## src/delta_list_sleep_queue_macros.svh

```systemverilog
// Assertion macros for the delta queue RTL.
`ifndef DELTA_LIST_SLEEP_QUEUE_MACROS_SVH
`define DELTA_LIST_SLEEP_QUEUE_MACROS_SVH

// Same-cycle implication, disabled in reset.
`define DLSQ_ASSERT_IMP(label, clk, rst, ante, cons) \
   label: assert property (@(posedge clk) disable iff (rst) (ante) |-> (cons)) \
      else $error("dlsq check failed");

// Next-cycle implication, disabled in reset.
`define DLSQ_ASSERT_NXT(label, clk, rst, ante, cons) \
   label: assert property (@(posedge clk) disable iff (rst) (ante) |=> (cons)) \
      else $error("dlsq check failed");

`endif

```

## src/dlsq_pkg.sv

```systemverilog
// Shared constants and types for the delta list sleep queue.
`default_nettype none

package dlsq_pkg;

   localparam int QUEUE_DEPTH = 16;
   localparam int MAX_RESULTS = 16;
   localparam int ID_W        = 8;
   localparam int MS_W        = 32;
   localparam int DELTA_W     = 29;
   localparam int KIND_W      = 2;
   localparam int WCNT_W      = $clog2(MAX_RESULTS + 1);

   // Request kinds
   localparam logic REQ_SLEEP = 1'b0;
   localparam logic REQ_TICK  = 1'b1;

   // Result kinds
   localparam logic [KIND_W-1:0] RES_ACCEPT = 2'd0;
   localparam logic [KIND_W-1:0] RES_REJECT = 2'd1;
   localparam logic [KIND_W-1:0] RES_WOKEN  = 2'd2;

   // Fixed-point reciprocal of 10: floor(x * RECIP10 / 2^35) == x / 10 for 32-bit x
   localparam logic [MS_W-1:0] RECIP10     = 32'hCCCC_CCCD;
   localparam int              RECIP_SHIFT = 35;

   typedef struct packed {
      logic               vld;
      logic [ID_W-1:0]    id;
      logic [DELTA_W-1:0] delta;
   } entry_type;

   // Insert token travelling down the chain: search mode carries the
   // remaining ticks, shift mode carries a displaced entry.
   typedef struct packed {
      logic               vld;
      logic               shift;
      logic [ID_W-1:0]    id;
      logic [DELTA_W-1:0] val;
   } token_type;

   typedef struct packed {
      logic pop;
      logic dec;
   } cmd_type;

endpackage

`default_nettype wire

```

## src/dlsq_div10.sv

```systemverilog
// Millisecond to tick conversion: registered multiply by reciprocal of 10.
`default_nettype none

module dlsq_div10
   import dlsq_pkg::*;
(
   input  wire logic               clock,
   input  wire logic               load,
   input  wire logic [MS_W-1:0]    ms,
   output logic      [DELTA_W-1:0] ticks
);

   logic [2*MS_W-1:0] prod;
   logic [DELTA_W-1:0] ticks_ff;
   logic [DELTA_W-1:0] ticks_in;

   assign prod     = {{MS_W{1'b0}}, ms} * {{MS_W{1'b0}}, RECIP10};
   assign ticks_in = prod[RECIP_SHIFT +: DELTA_W];

   always_ff @(posedge clock) begin
      if (load) begin
         ticks_ff <= ticks_in;
      end
   end

   assign ticks = ticks_ff;

endmodule

`default_nettype wire

```

## config.mk

```make
export PLATFORM = sky130hd
export DESIGN_NAME = dlsq_div10
export DESIGN_NICKNAME = d
export VERILOG_FILES = /design/src/delta_list_sleep_queue_macros.svh /design/src/dlsq_pkg.sv /design/src/dlsq_div10.sv
export SDC_FILE = /design/constraint.sdc
export NUM_CORES = 1
export LEC_CHECK = 0
export ABC_AREA = 1
export BUFFER_PORTS_ARGS = -buffer_cell sky130_fd_sc_hd__buf_2
export CELL_PAD_IN_SITES_DETAIL_PLACEMENT = 0
export CELL_PAD_IN_SITES_GLOBAL_PLACEMENT = 1
export CORE_MARGIN = 5
export CORE_UTILIZATION = 51
export DETAILED_ROUTE_END_ITERATION = 10
export PLACE_DENSITY = 0.85
export SYNTH_ARGS = -nofsm -noshare
export SYNTH_HDL_FRONTEND = slang
export SYNTH_SLANG_ARGS = --single-unit
```

## constraint.sdc

```tcl
create_clock -name clock -period 7.46 [get_ports clock]
set_input_delay 0.373 -clock clock [delete_from_list [all_inputs] [get_ports clock]]
set_output_delay 0.373 -clock clock [all_outputs]
set_load 0.02 [all_outputs]
```

==> impl_metrics.tcl, run 1 <==
set metrics [dict create \
    slew-limit-headroom 0.533 \
    setup-tns-final_ns 0 \
    synth_compound_area_frac 0.0417 \
    die_x_um 206 \
    area_delta_synth_final_pct 5.65 \
    ctsLongestPathBuffers 2 \
    status "completed" \
    wl_per_cell_um 20.9 \
    cp_max_fo 9 \
    async_flop_share 0 \
    yosysUniqueCellTypes 28 \
    antenna-diode-count 0 \
    drive_above_1_share 0.0452 \
    synthTopCellsByCount "735 x inv_1, 435 x nand2_1, 386 x fa_1, 346 x ha_1, 106 x nor2_1" \
    vias_per_cell 5.17 \
    synth_mux_area_frac 0 \
    ys.flop_type "edfxtp_1" \
    clk_pin_slew_worst_paths_ns 0.05 \
    grt_usage 0.302 \
    drtAntennaViolNets 0 \
    ioPinCount 63 \
    ys_warn_count 0 \
    fin_crit_sh 0.888 \
    drv_cap 0 \
    rsz0062_at_grt "no" \
    drc 0 \
    rows 71 \
    postCtsSetupBuffers 0 \
    worst_slew_pin_slew_ns 0.693 \
    drv_slew 0 \
    finalHoldViolations 0 \
    numCtsBuffers 5 \
    syn_nets 3107 \
    grt_max_degree 30 \
    grt_pass1_wl_um 95300 \
    port_buffers 62 \
    routed_wl_um 61200 \
    layout.nets 3176 \
    ctsHoldBuffers 0 \
    synthSimpleGateAreaFrac 0.133 \
    ys_seq_elements 29 \
    dpl.hpwl_um 56600 \
    min_period_ns 6.62 \
    dieArea_um2 42400 \
    yosys.area.top_type "fa_1" \
    cp_data_arrival_time_ns 6.64 \
    synthAdderAreaFrac 0.616 \
    ys_seq_area_frac 0.0445 \
    dr.pass1.iters 6 \
    netlist_instances 2341 \
    start_util 0.518 \
    synth_edf_count 29 \
    setup_viol 0 \
    cp_data_required_time_ns 7.48 \
    clockRootBuffer "clkbuf_16" \
    avgSynthCellArea_um2 8.36 \
    worstSetupPathType "primary input to flop" \
    yosysMostFrequentCell "inv_1" \
    vias 15116 \
    fp.dieH_um 206 \
    tritoncts "yes" \
    synth-xor-area-share 0.0210 \
    syn_area_um2 19600 \
    end_kind "flop" \
    core-area_um2 37800 \
    grt-ovfl-total 0 \
    numClockSinks 29 \
    largest_reg_flops 29 \
    htreeDepth 2 \
    synth_top_family_by_area "adder cells" \
    fmax_ghz 0.151 \
    cts_resized 0 \
    placedCellCount 2914 \
    hold_path.class "primary input to flop" \
    grt_antenna_before_repair 0 \
    synth_top_area_share 0.395 \
    final_cells 2922 \
    grt_pass1_vias 16409 \
    ys_top_cells_by_area "fa_1 39%, ha_1 22%, inv_1 14%, nand2_1 8.3%, edfxtp_1 4.5%" \
    drtIter0Drc 1116 \
    start_kind "primary input" \
    place.gp.congestion 1.05 \
]
-- per-stage QoR --
step | setup slack, ns | area, um2 | hold slack [ns] | util
finish | 0.839 | 20700 | 0.687 | 0.548
global route | 0.554 | 20700 | 0.724 | 0.548
CTS | 0.882 | 20700 | 0.695 | 0.548
detailed placement | 0.620 | 20500 | 0.819 | 0.544
global placement | 0.609 | 20500 | 0.819 | 0.544
floorplan | 1.60 | 19600 | 0.485 | -
-- kinds of logic after synthesis --
group | Yosys count
adder cells (fa/ha/maj) | 732
buffers and inverters | 747
flip-flops | 29
AND/OR/NAND/NOR | 638
XOR/XNOR | 47
AO/OA/AOI/OAI | 148
-- final timing paths --
kind / slack, ns / end / cells past startpoint / start
setup / recovery: 0.84 / ticks[25] / 21 / ms[7]
hold / removal: 0.69 / ticks[28] / 1 / load
-- cell usage in the layout (no fill, tap or decap), types with 7 or more instances in the layout --
cell type / n
nand3_1: 49
ha_1: 346
o21bai_1: 20
nor2_1: 106
buf_2: 62
nand2_1: 435
fa_1: 386
nor2_2: 14
inv_2: 7
o21ai_0: 39
nand4_1: 7
xor2_1: 41
nor3_1: 9
edfxtp_1: 29
inv_1: 735
a21o_1: 8
a21oi_1: 77
-- critical path, cell delays in order --
cell and delay [ns]:
buf_2 0.21, ha_1 0.63, inv_1 0.11, nand2_1 0.08, nand2_1 0.22, o21ai_0 0.64, fa_1 0.56, fa_1 0.56
fa_1 0.45, fa_1 0.40, fa_1 0.48, ha_1 0.30, ha_1 0.37, a21oi_1 0.21, o21ai_0 0.19, a21oi_1 0.25
nand2_1 0.13, a21oi_1 0.23, nand2_1 0.09, nand2_1 0.06, nand2_1 0.07
-- metal layers --
layer / vias up / share of wire / track usage
met5: - / 0 / 0
met4: 0 / 0.059 / 0.140
met3: 136 / 0.053 / 0.0287
met2: 486 / 0.47 / 0.504
met1: 7441 / 0.42 / 0.401
li1: 7053 / - / -
-- area by class of cell --
cell class	count	area (um2)
Multi-Input combinational cell	1565	15900
Fill cell	3613	17100
Clock buffer	5	125
Tap cell	511	639
Clock inverter	3	12.5
Inverter	742	2790
Timing Repair Buffer	67	348
Sequential cell	29	871
Power of run 1 is not shown: default switching activity piles up to over one toggle a cycle in this logic, so the estimate is an artifact.
==> run 2: changes to the inputs <==
--- a/config.mk
+++ b/config.mk
@@ -6,13 +6,13 @@
 export NUM_CORES = 1
 export LEC_CHECK = 0
 export ABC_AREA = 1
-export BUFFER_PORTS_ARGS = -buffer_cell sky130_fd_sc_hd__buf_2
 export CELL_PAD_IN_SITES_DETAIL_PLACEMENT = 0
 export CELL_PAD_IN_SITES_GLOBAL_PLACEMENT = 1
 export CORE_MARGIN = 5
-export CORE_UTILIZATION = 51
+export CORE_UTILIZATION = 30
 export DETAILED_ROUTE_END_ITERATION = 10
-export PLACE_DENSITY = 0.85
+export DONT_BUFFER_PORTS = 1
+export PLACE_DENSITY = 0.53
 export SYNTH_ARGS = -nofsm -noshare
 export SYNTH_HDL_FRONTEND = slang
 export SYNTH_SLANG_ARGS = --single-unit
==> impl_metrics.tcl, run 2 (same netlist as run 1, synthesis figures left out) <==
set metrics [dict create \
    cts_resized 0 \
    die_x_um 265 \
    setup_viol 0 \
    min_period_ns 6.41 \
    final_common_cell "inv_1" \
    grt_max_degree 30 \
    postCtsSetupBuffers 0 \
    htreeDepth 2 \
    fin_crit_sh 0.859 \
    grt_antenna_before_repair 0 \
    final_cell_mix "735 x inv_1, 435 x nand2_1, 386 x fa_1" \
    drtAntennaViolNets 0 \
    postPlaceCellArea_um2 20700 \
    worstSetupPathType "primary input to flop" \
    start_util 0.303 \
    wl_per_cell_um 21.6 \
    port_buffers 0 \
    layout.nets 3115 \
    worst_slew_pin_slew_ns 0.854 \
    dr.pass1.iters 5 \
    cp_max_fo 5 \
    hp-start "load" \
    drv_cap 0 \
    area_delta_synth_final_pct 6.33 \
    cp_data_arrival_time_ns 6.44 \
    finish.instance_area_um2 20800 \
    clk_pin_slew_worst_paths_ns 0.06 \
    fmax_ghz 0.156 \
    preCtsSetupSlack_ns 0.731 \
    min_to "ticks[14]" \
    core-area_um2 64600 \
    rsz0062_at_grt "no" \
    place.gp.congestion 0.998 \
    dieArea_um2 70400 \
    slew-limit-headroom 0.425 \
    setup-tns-final_ns 0 \
    ctsLongestPathBuffers 2 \
    drc 0 \
    grt_pass1_vias 16475 \
    fin_ws_ns 1.05 \
    grt-ovfl-total 0 \
    grt_usage 0.200 \
    rows 93 \
    drtIter0Drc 750 \
    drv_slew 0 \
    postLayoutCoreUtil 0.322 \
    grt_pass1_wl_um 106000 \
    routed_wl_um 69200 \
    largest_reg_flops 29 \
    ioPinCount 63 \
    numCtsBuffers 5 \
    tritoncts "yes" \
    vias 14467 \
    dpl.hpwl_um 64900 \
    fillers 6968 \
    start_kind "primary input" \
    status "completed" \
    fp.dieH_um 265 \
    clockRootBuffer "clkbuf_16" \
    numClockSinks 29 \
    hold_depth 0 \
    multi_input_area_um2 15900 \
    drive_above_1_share 0.0213 \
    antenna-diode-count 0 \
    cp_data_required_time_ns 7.49 \
    vias_per_cell 4.51 \
    hold_path.class "primary input to flop" \
    regArea_um2 871 \
    end_kind "flop" \
    ctsHoldBuffers 0 \
    finalHoldViolations 0 \
]
[run 2: final cells by class]
type	instances	area share
Inverter	742	0.134
Timing Repair Buffer	6	0.00216
Clock buffer	5	0.00601
Clock inverter	3	0.000842
Multi-Input combinational cell	1565	0.764
Sequential cell	29	0.0419
Tap cell	855	0.0514
[run 2: critical path, cell delays in order]
cell	delay, ns
ha_1	0.51
inv_1	0.17
fa_1	0.57
inv_1	0.06
fa_1	0.40
fa_1	0.54
inv_1	0.05
fa_1	0.53
inv_1	0.05
fa_1	0.52
fa_1	0.48
ha_1	0.31
ha_1	0.46
nand2_1	0.16
nor2_1	0.14
inv_1	0.11
nor2_2	0.24
nand2_1	0.21
nor3_1	0.18
nand2_1	0.16
nand3_1	0.12
nand2_1	0.06
[run 2: how the worst max path moves through the flow]
| stage | startpoint | cells past startpoint | end | slack (ns) |
|---|---|---|---|---|
| finish | ms[27] | 22 | ticks[24] | 1.05 |
| global route | ms[18] | 25 | ticks[24] | 0.68 |
| CTS | ms[27] | 22 | ticks[24] | 1.02 |
| detailed placement | ms[14] | 25 | ticks[24] | 0.73 |
| global placement | ms[27] | 22 | ticks[24] | 0.71 |
| floorplan | ms[18] | 25 | ticks[17] | 1.60 |
[run 2: per-layer routing]
metal	part of all wire	wire, um	global-route usage
met1	0.46	31700	0.272
met2	0.49	33900	0.353
met3	0.028	1950	0.0165
met4	0.025	1710	0.0393
met5	0	0	0
[run 2: through the flow]
step	cells	hold slack, ns
4_1_cts	3205	0.195
5_1_grt	3205	0.187
6_report	3205	0.205
3_5_place_dp	3197	0.488
2_1_floorplan	2341	0.485
3_3_place_gp	3197	0.488
Power of run 2 is left out for the same reason.
==> run 3: changes to the inputs <==
--- a/config.mk
+++ b/config.mk
@@ -6,13 +6,13 @@
 export NUM_CORES = 1
 export LEC_CHECK = 0
 export ABC_AREA = 1
+export BUFFER_PORTS_ARGS = -buffer_cell sky130_fd_sc_hd__buf_2
 export CELL_PAD_IN_SITES_DETAIL_PLACEMENT = 0
 export CELL_PAD_IN_SITES_GLOBAL_PLACEMENT = 1
 export CORE_MARGIN = 5
 export CORE_UTILIZATION = 30
 export DETAILED_ROUTE_END_ITERATION = 10
-export DONT_BUFFER_PORTS = 1
-export PLACE_DENSITY = 0.53
+export PLACE_DENSITY = 0.55
 export SYNTH_ARGS = -nofsm -noshare
 export SYNTH_HDL_FRONTEND = slang
 export SYNTH_SLANG_ARGS = --single-unit
==> impl_metrics.tcl, run 3 (same netlist as run 1, synthesis figures left out) <==
set metrics [dict create \
    grt_pass1_vias 16562 \
    dpl.hpwl_um 63800 \
    hold_path.class "primary input to flop" \
    fin_crit_sh 0.905 \
    layout.nets 3185 \
    slew-limit-headroom 0.475 \
    postPlaceCellArea_um2 21000 \
    grt_usage 0.197 \
    numClockSinks 29 \
    ctsLongestPathBuffers 2 \
    drtIter0Drc 728 \
    hold_depth 1 \
    final_cell_mix "735 x inv_1, 435 x nand2_1, 386 x fa_1" \
    grt_pass1_wl_um 104000 \
    port_buffers 62 \
    clk_pin_slew_worst_paths_ns 0.06 \
    min_period_ns 6.75 \
    tritoncts "yes" \
    wl_per_cell_um 20.9 \
    rows 93 \
    cp_cell_sequence "buf_2 -> ha_1 -> xor2_1 -> ha_1 -> or2_2 -> fa_1 -> fa_1 -> fa_1 -> fa_1 -> fa_1 -> inv_1 -> fa_1 -> inv_1 -> ha_1 -> nand2_1 -> inv_1 -> nand2_1 -> o21ai_0 -> nand2_1 -> nand2_1 -> a21oi_1 -> nand3_1 -> nand2_1" \
    finalHoldViolations 0 \
    crit_buf_inv 4 \
    fin_ws_ns 0.710 \
    grt_antenna_before_repair 0 \
    vias_per_cell 4.51 \
    grt-ovfl-total 0 \
    postCtsSetupBuffers 0 \
    fillers 6978 \
    largest_reg_flops 29 \
    cts_resized 0 \
    start_util 0.303 \
    setup-tns-final_ns 0 \
    drtAntennaViolNets 0 \
    worstSetupPathType "primary input to flop" \
    cp_data_arrival_time_ns 6.79 \
    htreeDepth 2 \
    cpLargestDelayFamily "adder cells" \
    slowest_delay_ns 0.63 \
    cp_common_cell "fa_1" \
    core-area_um2 64600 \
    cp_max_fo 7 \
    drv_cap 0 \
    drv_slew 0 \
    routed_wl_um 68500 \
    worst_slew_pin_slew_ns 0.788 \
    numCtsBuffers 5 \
    min_to "ticks[10]" \
    end_kind "flop" \
    drc 0 \
    cp_data_required_time_ns 7.50 \
    start_kind "primary input" \
    final_common_cell "inv_1" \
    ctsHoldBuffers 0 \
    setup_viol 0 \
    crit_slowest_cell "fa_1" \
    area_delta_synth_final_pct 8.22 \
    place.gp.congestion 0.975 \
    vias 14782 \
    grt_max_degree 30 \
    die_x_um 265 \
    clockRootBuffer "clkbuf_16" \
    drive_above_1_share 0.0496 \
    fp.dieH_um 265 \
    rsz0062_at_grt "no" \
    fmax_ghz 0.148 \
    status "completed" \
    ioPinCount 63 \
    hp-start "load" \
    finish.instance_area_um2 21200 \
    dieArea_um2 70400 \
    preCtsSetupSlack_ns 0.448 \
    dr.pass1.iters 5 \
    antenna-diode-count 0 \
]
## run 3: cell count changes in the layout (fill, tap and decap cells not counted), sizes merged
cell,delta
buf,+70
## run 3: area by class of cell
class                   count  area, um2  area share
multi-input cells        1565      15900       0.750
inverters                 742       2790       0.132
well taps                 855       1070      0.0505
flip-flops and latches     29        871      0.0411
repair buffers             76        415      0.0196
clock buffers               5        125     0.00591
clock inverters             3       17.5    0.000827
## run 3: metal layers
| metal | part of all wire | vias up | global-route usage |
|---|---|---|---|
| li1 | - | 7065 | - |
| met1 | 0.43 | 7288 | 0.257 |
| met2 | 0.48 | 347 | 0.343 |
| met3 | 0.047 | 82 | 0.0256 |
| met4 | 0.039 | 0 | 0.0614 |
| met5 | 0 | - | 0 |
## run 3: stage by stage
| stage | std cells | utilization | hold WS [ns] |
|---|---|---|---|
| floorplan | 2341 | - | 0.485 |
| global placement | 3267 | 0.326 | 0.822 |
| detailed placement | 3267 | 0.326 | 0.823 |
| CTS | 3275 | 0.328 | 0.726 |
| global route | 3275 | 0.328 | 0.734 |
| finish | 3275 | 0.328 | 0.720 |
## run 3: worst max path at each step
| stage | endpoint | slack, ns | cells past startpoint | startpoint |
|---|---|---|---|---|
| after detailed placement | ticks[2] | 0.45 | 25 | ms[18] |
| after floorplan | ticks[17] | 1.60 | 25 | ms[18] |
| after global placement | ticks[2] | 0.43 | 23 | ms[2] |
| after CTS | ticks[21] | 0.74 | 21 | ms[2] |
| final | ticks[15] | 0.71 | 23 | ms[2] |
| after global routing | ticks[23] | 0.40 | 25 | ms[18] |
Power of run 3 is left out for the same reason.
