### src/delta_list_sleep_queue_macros.svh
// Assertion macros for the delta queue RTL.
`ifndef DELTA_LIST_SLEEP_QUEUE_MACROS_SVH
`define DELTA_LIST_SLEEP_QUEUE_MACROS_SVH

// Same-cycle implication, disabled in reset.
`define DLSQ_ASSERT_IMP(label, clk, rst, ante, cons) \
   label: assert property (@(posedge clk) disable iff (rst) (ante) |-> (cons)) \
      else $error("dlsq check failed");

// Next-cycle implication, disabled in reset.
`define DLSQ_ASSERT_NXT(label, clk, rst, ante, cons) \
   label: assert property (@(posedge clk) disable iff (rst) (ante) |=> (cons)) \
      else $error("dlsq check failed");

`endif

### src/dlsq_pkg.sv
// Shared constants and types for the delta list sleep queue.
`default_nettype none

package dlsq_pkg;

   localparam int QUEUE_DEPTH = 16;
   localparam int MAX_RESULTS = 16;
   localparam int ID_W        = 8;
   localparam int MS_W        = 32;
   localparam int DELTA_W     = 29;
   localparam int KIND_W      = 2;
   localparam int WCNT_W      = $clog2(MAX_RESULTS + 1);

   // Request kinds
   localparam logic REQ_SLEEP = 1'b0;
   localparam logic REQ_TICK  = 1'b1;

   // Result kinds
   localparam logic [KIND_W-1:0] RES_ACCEPT = 2'd0;
   localparam logic [KIND_W-1:0] RES_REJECT = 2'd1;
   localparam logic [KIND_W-1:0] RES_WOKEN  = 2'd2;

   // Fixed-point reciprocal of 10: floor(x * RECIP10 / 2^35) == x / 10 for 32-bit x
   localparam logic [MS_W-1:0] RECIP10     = 32'hCCCC_CCCD;
   localparam int              RECIP_SHIFT = 35;

   typedef struct packed {
      logic               vld;
      logic [ID_W-1:0]    id;
      logic [DELTA_W-1:0] delta;
   } entry_type;

   // Insert token travelling down the chain: search mode carries the
   // remaining ticks, shift mode carries a displaced entry.
   typedef struct packed {
      logic               vld;
      logic               shift;
      logic [ID_W-1:0]    id;
      logic [DELTA_W-1:0] val;
   } token_type;

   typedef struct packed {
      logic pop;
      logic dec;
   } cmd_type;

endpackage

`default_nettype wire

### src/dlsq_cell.sv
// One queue slot: holds an entry, forwards the insert token, decrements on dec, shifts on pop.
`default_nettype none

module dlsq_cell
   import dlsq_pkg::*;
(
   input  wire logic      clock,
   input  wire logic      reset,
   input  wire cmd_type   cmd,
   input  wire token_type tok_in,
   input  wire entry_type right_ent,
   output entry_type      ent,
   output token_type      tok_out,
   output logic           done
);

   entry_type ent_ff;
   entry_type ent_in;
   token_type tok_ff;
   token_type tok_next_in;

   always_comb begin
      ent_in      = ent_ff;
      tok_next_in = '0;
      done        = 1'b0;
      if (cmd.pop) begin
         ent_in = right_ent;
      end else if (cmd.dec) begin
         if (ent_ff.vld && (ent_ff.delta != '0)) begin
            ent_in.delta = ent_ff.delta - DELTA_W'(1);
         end
      end else if (tok_in.vld) begin
         if (!ent_ff.vld) begin
            // empty slot: deposit
            ent_in = '{vld: 1'b1, id: tok_in.id, delta: tok_in.val};
            done   = 1'b1;
         end else if (tok_in.shift) begin
            ent_in      = '{vld: 1'b1, id: tok_in.id, delta: tok_in.val};
            tok_next_in = '{vld: 1'b1, shift: 1'b1, id: ent_ff.id, val: ent_ff.delta};
         end else if (ent_ff.delta <= tok_in.val) begin
            // pass this entry, consume its delta
            tok_next_in = '{vld: 1'b1, shift: 1'b0, id: tok_in.id,
                            val: tok_in.val - ent_ff.delta};
         end else begin
            // insert here, successor keeps only the leftover
            ent_in      = '{vld: 1'b1, id: tok_in.id, delta: tok_in.val};
            tok_next_in = '{vld: 1'b1, shift: 1'b1, id: ent_ff.id,
                            val: ent_ff.delta - tok_in.val};
         end
      end
   end

   always_ff @(posedge clock) begin
      if (reset) begin
         ent_ff <= '0;
         tok_ff <= '0;
      end else begin
         ent_ff <= ent_in;
         tok_ff <= tok_next_in;
      end
   end

   assign ent     = ent_ff;
   assign tok_out = tok_ff;

endmodule

`default_nettype wire

### config.mk
export PLATFORM = sky130hd
export DESIGN_NAME = dlsq_cell
export DESIGN_NICKNAME = d
export VERILOG_FILES = /design/src/delta_list_sleep_queue_macros.svh /design/src/dlsq_pkg.sv /design/src/dlsq_cell.sv
export SDC_FILE = /design/constraint.sdc
export NUM_CORES = 1
export LEC_CHECK = 0
export BUFFER_PORTS_ARGS = -buffer_cell sky130_fd_sc_hd__buf_2
export CAP_MARGIN = 20
export CORE_ASPECT_RATIO = 0.6
export CORE_MARGIN = 3
export CORE_UTILIZATION = 50
export DETAILED_ROUTE_END_ITERATION = 16
export GPL_TIMING_DRIVEN = 1
export PLACE_DENSITY = 0.82
export SLEW_MARGIN = 30
export SYNTH_ARGS = -nofsm -noshare
export SYNTH_HDL_FRONTEND = slang
export SYNTH_SLANG_ARGS = --single-unit
### constraint.sdc
create_clock -name clock -period 3.3 [get_ports clock]
set_input_delay 0.66 -clock clock [delete_from_list [all_inputs] [get_ports clock]]
set_output_delay 0.66 -clock clock [all_outputs]
set_load 0.01 [all_outputs]
==> run_results.csv, run 1 <==
group,metric,value,unit
detailed_routing,vias,8382,
synthesis,avgSynthCellArea,7.72,µm²
floorplan,core,13300,µm²
floorplan,die_h,97.5,µm
synthesis,synth-edff-count,0,
timing,setup_tns,0,ns
timing,period_minus_slack,3.23,ns
status,outcome,"completed",
placement,hpwl,21.0,mm
pwr,power.density,407,nW/µm²
critical_path,crit_path_end_kind,"flop",
cells_and_area,nets,1324,
global_routing,grt_start_max_net_pins,74,
cells_and_area,final_common_cell,"buf_4",
placement,place.gp.congestion,0.988,
global_routing,overflow,0,
synthesis,synthesis.area,6980,µm²
synthesis,synthFlopType,"dfxtp_1",
cts,cts_tree,"built",
floorplan,io-pin-count,159,
timing,fin_crit_sh,0.980,
timing,max_freq,0.309,GHz
detailed_routing,drt-total-wl,28.5,mm
floorplan,die-area,15500,µm²
timing,whs,0.475,ns
global_routing,grt_pass1_vias,7534,
cts,ctsHtreeMaxLevel,3,
detailed_routing,drc,0,
cells_and_area,drive_gt1_frac,0.363,
cts,cts_buffers,9,
detailed_routing,vias_per_cell,6.10,
cts,clockBufferDepth,2,
cts,hold_buffers,0,
flow_run,maxCapViolations,0,
synthesis,synth_seq_cells,77,
detailed_routing,dr.pass1.iters,6,
pwr,ir_drop,0.251,mV
placement,io_buffer_count,158,
global_routing,grt_usage,0.350,
critical_path,ff2ff_setup_slack,0.12,ns
floorplan,dieWidth,158,µm
critical_path,crit_type,"in -> reg",
detailed_routing,routedWlPerCell,20.7,µm
critical_path,crit_fanout,9,
cells_and_area,post-route-util,0.729,
cts,cts_root_buffer,"clkbuf_16",
critical_path,cp.arrival,3.47,ns
floorplan,start_util,0.526,
cells_and_area,final_cell_mix,"buf_4, buf_2, a21oi_1",
timing,tightest_slew,0.859,ns
cts,cts_sinks,77,
pwr,cellLeakagePower,4.52,nW
cts,cts.reportedPaths.clkPinSlew,0.08,ns
synthesis,syn_nets,1044,
synthesis,seq_area_frac_synth,0.221,
global_routing,antenna_found_initial,0,
synthesis,synth_cell_types,73,
timing,fin_skew,0.0146,ns
cts,clock_latency,0.36,ns
timing,timing.final.ws_setup,0.0674,ns
detailed_routing,drtAntennaViolNets,0,
timing,relSlewSlack,0.428,
detailed_routing,drt_iter0_drc,1137,
cells_and_area,synthToLayoutAreaGrowth,38.5,%
cells_and_area,antenna_cells,0,
timing,drv_slew,0,
floorplan,rows,32,
synthesis,syn_inst,903,
critical_path,critPathLaunchType,"primary input",
global_routing,grt_pass1_wl,42.7,mm
timing,setup_viol,0,
synthesis,ys_warn_count,0,
timing,hold_violations,0,
min_path,hold_class,"reg -> reg",
critical_path,required,3.54,ns
synthesis,synthArstFlopShare,0,
placement,pre_cts_slack,-0.386,ns
-- flip-flops by register name (all words and copies together), names as in the netlist --
| name | flops |
|---|---|
| tok_out | 39 |
| ent | 38 |
-- final cells by class --
type                    instances  area (µm²)
inverters                      72         285
fillers                      1030        3590
clock inverters                 7        88.8
well taps                     187         234
repair buffers                328        2130
clock buffers                   9         225
flip-flops and latches         77        1550
multi-input cells             695        5150
-- cells in the mapped netlist, types with 4 or more instances --
| library cell | n | area share |
|---|---|---|
| or3_1 | 6 | 0.0054 |
| mux2_2 | 6 | 0.0097 |
| o21ai_1 | 4 | 0.0029 |
| nand4_1 | 15 | 0.013 |
| a21o_1 | 35 | 0.038 |
| and3_1 | 8 | 0.0072 |
| and2_1 | 5 | 0.0045 |
| a221oi_1 | 5 | 0.0063 |
| nor4_1 | 8 | 0.0072 |
| a211oi_2 | 22 | 0.039 |
| a21oi_1 | 84 | 0.060 |
| nand2_1 | 66 | 0.036 |
| a211o_1 | 5 | 0.0063 |
| nor2_1 | 66 | 0.036 |
| a311oi_1 | 9 | 0.011 |
| nor2b_1 | 8 | 0.0072 |
| o211ai_1 | 5 | 0.0054 |
| xor2_1 | 6 | 0.0075 |
| inv_1 | 70 | 0.038 |
| clkbuf_1 | 36 | 0.019 |
| ha_1 | 58 | 0.10 |
| a31oi_1 | 4 | 0.0036 |
| buf_6 | 5 | 0.0081 |
| mux2i_1 | 21 | 0.030 |
| nor3_1 | 18 | 0.013 |
| nand2b_1 | 8 | 0.0072 |
| buf_2 | 15 | 0.011 |
| xnor2_1 | 33 | 0.041 |
| dfxtp_1 | 77 | 0.22 |
| nand3_1 | 13 | 0.0093 |
| a211oi_1 | 59 | 0.063 |
| o21ai_0 | 53 | 0.038 |
| o21bai_1 | 12 | 0.013 |
-- kinds of logic after synthesis --
| group | count (synthesis) | share of synthesized area |
|---|---|---|
| DFF | 77 | 0.221 |
| AOI/OAI and AO/OA | 326 | 0.326 |
| adders and majority gates | 60 | 0.110 |
| xor gates and xnor gates | 39 | 0.0490 |
| buffers and inverters | 132 | 0.0804 |
| and+or+nand+nor | 241 | 0.173 |
| muxes | 28 | 0.0414 |
-- worst max-delay path, stage by stage --
cell      delay (ns)
clkbuf_4        0.14
inv_8           0.03
ha_4            0.21
buf_4           0.17
and4_1          0.23
and4_4          0.19
o311ai_1        0.08
o211ai_1        0.18
or3_4           0.44
and2_4          0.21
mux2i_2         0.22
a21boi_2        0.23
nor4_1          0.07
or3_1           0.39
-- timing repair --
action                     CTS  global route
setup endpoints to repair    2            45
pin swaps                    0            10
setup buffers                0             4
resized for setup            2            39
gates cloned                 0             3
-- routing by layer --
layer | vias to the layer above | global-route usage | share of wire
li1 | 3838 | - | -
met1 | 3866 | 0.555 | 0.45
met2 | 652 | 0.462 | 0.39
met3 | 26 | 0.108 | 0.15
met4 | 0 | 0.0549 | 0.0078
met5 | - | 0 | 0
-- final timing paths --
path | start | end | cells past startpoint
worst min-delay path | ent[31] | tok_out[31] | 2
worst max register to register | ent[4] | tok_out[4] | 12
worst max-delay path | tok_in[12] | tok_out[4] | 14
worst min register to register | ent[31] | tok_out[31] | 2
-- power by group --
| part | switching [W] | internal (W) | leakage [nW] |
|---|---|---|---|
| clock network | 0.000497 | 0.000608 | 0.152 |
| registers | 0.0000571 | 0.000977 | 0.631 |
| logic | 0.000985 | 0.000808 | 3.74 |
| total | 0.00154 | 0.00239 | 4.52 |
-- per-stage QoR --
stage	area [µm²]	cells	power, W
3_3_place_gp	9060	1352	0.00267
5_1_grt	9660	1375	0.00410
3_5_place_dp	9060	1352	0.00268
4_1_cts	9380	1368	0.00378
6_report	9660	1375	0.00393
2_1_floorplan	7110	903	0.00203
Power figures use the tool's default switching activity.
==> run 2: changes to the inputs <==
--- a/config.mk
+++ b/config.mk
@@ -5,14 +5,16 @@
 export SDC_FILE = /design/constraint.sdc
 export NUM_CORES = 1
 export LEC_CHECK = 0
+export ABC_AREA = 1
 export BUFFER_PORTS_ARGS = -buffer_cell sky130_fd_sc_hd__buf_2
 export CAP_MARGIN = 20
 export CORE_ASPECT_RATIO = 0.6
 export CORE_MARGIN = 3
 export CORE_UTILIZATION = 50
+export CTS_CLUSTER_DIAMETER = 100
 export DETAILED_ROUTE_END_ITERATION = 16
 export GPL_TIMING_DRIVEN = 1
-export PLACE_DENSITY = 0.82
+export PLACE_DENSITY = 0.8
 export SLEW_MARGIN = 30
 export SYNTH_ARGS = -nofsm -noshare
 export SYNTH_HDL_FRONTEND = slang
==> run_results.csv, run 2 <==
group,metric,value,unit
critical_path,crit_type,"in -> reg",
critical_path,required,3.60,ns
cts,cts_tree,"built",
detailed_routing,drt_iter0_drc,1418,
placement,pre_cts_slack,0.214,ns
global_routing,overflow,0,
critical_path,crit_family,"simple AND/OR/NAND/NOR gates",
synthesis,synthArstFlopShare,0,
floorplan,die_h,107,µm
timing,hold_violations,0,
detailed_routing,drtAntennaViolNets,0,
synthesis,yosys.cell_count.top_type,"nand2_1",
timing,tightest_slew,0.858,ns
cts,clockBufferDepth,2,
timing,drv_slew,0,
detailed_routing,dr.pass1.iters,6,
detailed_routing,vias,10300,
cells_and_area,final_cell_mix,"nand2_1, inv_1, buf_2",
flow_run,maxCapViolations,0,
pwr,ir_drop,0.289,mV
detailed_routing,routedWlPerCell,18.2,µm
cts,cts_setup_buffers,0,
cts,clock_latency,0.36,ns
critical_path,cp_slowest_stage_delay,0.42,ns
detailed_routing,vias_per_cell,5.51,
floorplan,dieWidth,175,µm
cells_and_area,synthToLayoutAreaGrowth,14.8,%
synthesis,seq_area_frac_synth,0.180,
synthesis,synth_cell_types,45,
global_routing,grt_usage,0.358,
global_routing,grt_pass1_wl,52.2,mm
timing,fin_crit_sh,0.851,
placement,io_buffer_count,158,
timing,whs,0.514,ns
cells_and_area,largest_register_ffs,39,
critical_path,cpMostUsedCell,"nand2_1",
critical_path,worst_path_max_delay_cell,"ha_1",
cells_and_area,multi_input_area,5800,µm²
timing,period_minus_slack,2.81,ns
synthesis,avgSynthCellArea,5.67,µm²
cells_and_area,nFillCells,1719,
critical_path,cp_cell_sequence,"buf_2 > inv_1 > ha_1 > nand2_1 > inv_2 > nand2_1 > nor3_2 > nand2_1 > nand2_2 > nand2_2 > nand2_4 > nand2_8 > inv_4 > nand2_1 > nand3_1 > nand2_1 > inv_1",
global_routing,grt_start_max_net_pins,42,
timing,rsz0062_at_grt,"false",
placement,place.gp.congestion,1.00,
pwr,power.density,402,nW/µm²
cts,cts_buffers,9,
cts,cts_sinks,77,
cts,hold_buffers,0,
critical_path,worst-path-buf-inv,5,
detailed_routing,drt-total-wl,34.1,mm
timing,max_freq,0.356,GHz
synthesis,syn_nets,1648,
synthesis,synthesis.area,8540,µm²
cells_and_area,regArea,1540,µm²
timing,relSlewSlack,0.424,
floorplan,die-area,18700,µm²
detailed_routing,drc,0,
timing,setup_tns,0,ns
cells_and_area,nets,1781,
synthesis,ys_warn_count,0,
cells_and_area,final_common_cell,"nand2_1",
min_path,hold_class,"reg -> reg",
synthesis,synth-edff-count,0,
status,outcome,"completed",
synthesis,synthFlopType,"dfxtp_1",
floorplan,rows,36,
cts,cts_root_buffer,"clkbuf_16",
floorplan,core,16500,µm²
synthesis,yosys.area.top_type,"nand2_1",
pwr,cellLeakagePower,5.74,nW
critical_path,crit_fanout,27,
synthesis,synth_commonest_cells,"nand2_1, inv_1, nor2_1",
timing,fin_skew,0.0138,ns
cts,ctsResizeCount,0,
cells_and_area,drive_gt1_frac,0.142,
critical_path,cp.arrival,3.11,ns
synthesis,synth_seq_cells,77,
synthesis,synth_top_area_share,0.223,
cts,ctsHtreeMaxLevel,3,
timing,setup_viol,0,
global_routing,grt_pass1_vias,9316,
critical_path,critPathLaunchType,"primary input",
cts,cts.reportedPaths.clkPinSlew,0.06,ns
critical_path,crit_path_end_kind,"flop",
floorplan,io-pin-count,159,
placement,hpwl,27.6,mm
synthesis,syn_inst,1507,
global_routing,antenna_found_initial,0,
synthesis,ys_top_cells_by_area,"nand2_1, dfxtp_1, inv_1, ha_1, nand3_1",
timing,timing.final.ws_setup,0.491,ns
floorplan,start_util,0.518,
-- run 2: cell count changes in the layout (fill, tap and decap cells not counted), moves of 38 or more --
cell and change:
nor2_1 +64, nand3_1 +118, inv_1 +170, buf_4 -150, a21oi_1 +38, nand2_1 +441
a211oi_1 -58
-- run 2: power by group --
group | total, W | switching [W] | internal [W] | leakage, nW
logic | 0.00181 | 0.00122 | 0.000585 | 4.96
registers | 0.00105 | 0.0000751 | 0.000978 | 0.630
clock network | 0.00108 | 0.000467 | 0.000613 | 0.153
total | 0.00394 | 0.00176 | 0.00218 | 5.74
-- run 2: final cells by class --
type	count	area share
diodes	1	0.000255
clock buffers	10	0.0244
clock inverters	6	0.00715
inverters	244	0.0937
multi-input cells	1132	0.591
flip-flops and latches	77	0.157
well taps	228	0.0291
repair buffers	176	0.0970
-- run 2: metrics by stage --
step | power (W) | std cells | area, µm² | utilization
after floorplan | 0.00228 | 1507 | 8540 | -
after global placement | 0.00281 | 1857 | 9490 | 0.576
after detailed placement | 0.00281 | 1857 | 9490 | 0.576
after CTS | 0.00388 | 1873 | 9800 | 0.595
after global routing | 0.00418 | 1873 | 9800 | 0.595
final | 0.00394 | 1874 | 9800 | 0.595
-- run 2: metal layers --
| metal | global-route usage | vias up | routed length [µm] |
|---|---|---|---|
| li1 | - | 4969 | - |
| met1 | 0.531 | 4617 | 15600 |
| met2 | 0.500 | 672 | 13200 |
| met3 | 0.106 | 60 | 4490 |
| met4 | 0.0876 | 0 | 830 |
| met5 | 0 | - | 0 |
-- run 2: worst paths after layout --
kind	end	from	slack [ns]	cells after the start
min reg2reg	tok_out[29]	ent[29]	0.51	2
max	tok_out[21]	tok_in[12]	0.49	17
max reg2reg	tok_out[21]	ent[12]	0.54	15
min	tok_out[29]	ent[29]	0.51	2
-- run 2: cell families (layout without fill, tap and decap cells) --
group	count (synthesis)	in the layout	share of synthesized area
buffers and inverters	298	436	0.141
DFF	77	77	0.180
AOI/OAI and AO/OA	196	196	0.126
adders and majority gates	60	60	0.0896
xor gates and xnor gates	45	45	0.0461
and+or+nand+nor	823	823	0.407
other	0	1	0
muxes	8	8	0.00937
-- run 2: worst min-delay path, stage by stage (launching register included) --
cell	delay (ns)
dfxtp_1	0.33
nor2_1	0.10
nor2_1	0.05
==> run 3: changes to the inputs <==
--- a/config.mk
+++ b/config.mk
@@ -5,16 +5,15 @@
 export SDC_FILE = /design/constraint.sdc
 export NUM_CORES = 1
 export LEC_CHECK = 0
-export ABC_AREA = 1
 export BUFFER_PORTS_ARGS = -buffer_cell sky130_fd_sc_hd__buf_2
 export CAP_MARGIN = 20
 export CORE_ASPECT_RATIO = 0.6
-export CORE_MARGIN = 3
+export CORE_MARGIN = 10
 export CORE_UTILIZATION = 50
 export CTS_CLUSTER_DIAMETER = 100
 export DETAILED_ROUTE_END_ITERATION = 16
 export GPL_TIMING_DRIVEN = 1
-export PLACE_DENSITY = 0.8
+export PLACE_DENSITY = 0.82
 export SLEW_MARGIN = 30
 export SYNTH_ARGS = -nofsm -noshare
 export SYNTH_HDL_FRONTEND = slang
==> run_results.csv, run 3 (synthesized netlist as in run 1, its figures left out) <==
group,metric,value,unit
detailed_routing,drc,0,
pwr,switchingPower,0.00156,W
critical_path,crit_type,"in -> reg",
floorplan,io-pin-count,159,
placement,placed_area,9130,µm²
timing,drv_slew,0,
placement,io_buffer_count,158,
timing,relSlewSlack,0.431,
timing,max_freq,0.303,GHz
placement,hpwl,22.2,mm
cells_and_area,final_common_cell,"buf_4",
timing,rsz0062_at_grt,"true",
floorplan,die_h,111,µm
placement,place.gp.congestion,0.994,
critical_path,ff2ff_setup_slack,0.05,ns
global_routing,grt_pass1_vias,7861,
global_routing,grt_pass1_wl,43.4,mm
detailed_routing,drtAntennaViolNets,0,
critical_path,critPathLaunchType,"primary input",
global_routing,antenna_found_initial,0,
global_routing,grt_usage,0.282,
global_routing,grt_start_max_net_pins,75,
cells_and_area,fin_cells,1389,
min_path,holdCritStartpoint,"ent[29]",
floorplan,start_util,0.510,
pwr,power.density,398,nW/µm²
cells_and_area,largest_register_ffs,39,
placement,pre_cts_slack,-0.323,ns
cells_and_area,nets,1333,
floorplan,die-area,19200,µm²
placement,place_inst,1366,
detailed_routing,drt-total-wl,29.7,mm
timing,fin_skew,0.0136,ns
cts,clock_latency,0.36,ns
critical_path,r2r_end,"tok_out[7]",
critical_path,reg2reg_from,"ent[12]",
cells_and_area,fin_area,9860,µm²
detailed_routing,dr.pass1.iters,7,
pwr,seqPwrFrac,0.265,
detailed_routing,vias_per_cell,6.07,
timing,hold_violations,0,
critical_path,cp.arrival,3.49,ns
pwr,pwr-share-comb,0.470,
cts,cts_root_buffer,"clkbuf_16",
pwr,p_int,0.00236,W
critical_path,worst_r2r_path_depth,13,
critical_path,required,3.49,ns
cts,clockBufferDepth,2,
cts,ctsHtreeMaxLevel,3,
timing,tightest_slew,0.853,ns
floorplan,core,13700,µm²
cts,cts_sinks,77,
critical_path,crit_fanout,8,
pwr,switching_share,0.398,
timing,setup_viol,0,
cells_and_area,antenna_cells,0,
cells_and_area,synthToLayoutAreaGrowth,41.4,%
global_routing,overflow,0,
cts,hold_buffers,0,
flow_run,maxCapViolations,0,
min_path,hold_class,"reg -> reg",
cells_and_area,drive_gt1_frac,0.385,
floorplan,dieWidth,172,µm
detailed_routing,routedWlPerCell,21.4,µm
pwr,clock_power_share,0.264,
pwr,ir_drop,0.275,mV
cts,cts_buffers,9,
timing,timing.final.ws_setup,0.00215,ns
detailed_routing,drt_iter0_drc,1004,
pwr,cellLeakagePower,4.57,nW
timing,period_minus_slack,3.30,ns
min_path,holdPathStages,2,
cts,cts_tree,"built",
floorplan,rows,33,
timing,fin_crit_sh,0.999,
critical_path,crit_path_end_kind,"flop",
cts,cts.reportedPaths.clkPinSlew,0.07,ns
detailed_routing,vias,8436,
cells_and_area,final_cell_mix,"buf_4, buf_2, a21oi_1",
status,outcome,"completed",
min_path,min_to,"tok_out[29]",
==> run 3: what timing repair did <==
action / CTS / global route
buffers inserted: 0 / 5
gates cloned: 0 / 2
pin swaps: 0 / 22
resized for setup: 1 / 71
endpoints found under the setup margin: 3 / 48
==> run 3: layout make-up <==
type                       instances  area, µm²
clock buffer                       9        225
clock inverter                     7       72.6
fill                            1050       3800
inverter                          72        288
multi-input combinational        694       5240
sequential                        77       1550
tap                              192        240
timing repair buffer             338       2250
==> run 3: metal layers <==
metal,share of wire,vias to the layer above,global-route usage
li1,-,3853,-
met1,0.44,3957,0.422
met2,0.40,564,0.384
met3,0.15,62,0.0914
met4,0.016,0,0.0412
met5,0,-,0
==> run 3: metrics by stage <==
| stage | hold slack, ns | power, W | util | TNS [ns] |
|---|---|---|---|---|
| 2_1_floorplan | 0.493 | 0.00203 | - | -0.0197 |
| 3_3_place_gp | 0.463 | 0.00268 | 0.668 | -9.12 |
| 3_5_place_dp | 0.468 | 0.00270 | 0.668 | -11.86 |
| 4_1_cts | 0.476 | 0.00373 | 0.690 | 0 |
| 5_1_grt | 0.495 | 0.00408 | 0.722 | -0.283 |
| 6_report | 0.477 | 0.00392 | 0.722 | 0 |
==> run 3: worst max path at each step <==
stage,start,endpoint
floorplan,tok_in[15],tok_out[4]
finish,tok_in[19],tok_out[7]
CTS,tok_in[3],tok_out[16]
global route,tok_in[3],tok_out[7]
global placement,tok_in[6],tok_out[7]
detailed placement,tok_in[3],tok_out[16]
==> run 3: worst max-delay path, stage by stage <==
cell and delay (ns):
buf_2 0.12, inv_1 0.07, ha_4 0.29, nand4_4 0.13, or4_4 0.52, nor4_4 0.30
a21oi_2 0.06, and2_4 0.15, and2_4 0.22, mux2_4 0.34, a221oi_2 0.27, xor2_1 0.22
o21ai_2 0.14
==> run 3: power groups by stage <==
stage	Combinational, W	Clock, W	Sequential, W
after floorplan	0.000947	0	0.00108
after global placement	0.00163	0	0.00105
final	0.00184	0.00104	0.00104
after global routing	0.00196	0.00107	0.00104
after detailed placement	0.00165	0	0.00105
after CTS	0.00167	0.00104	0.00103
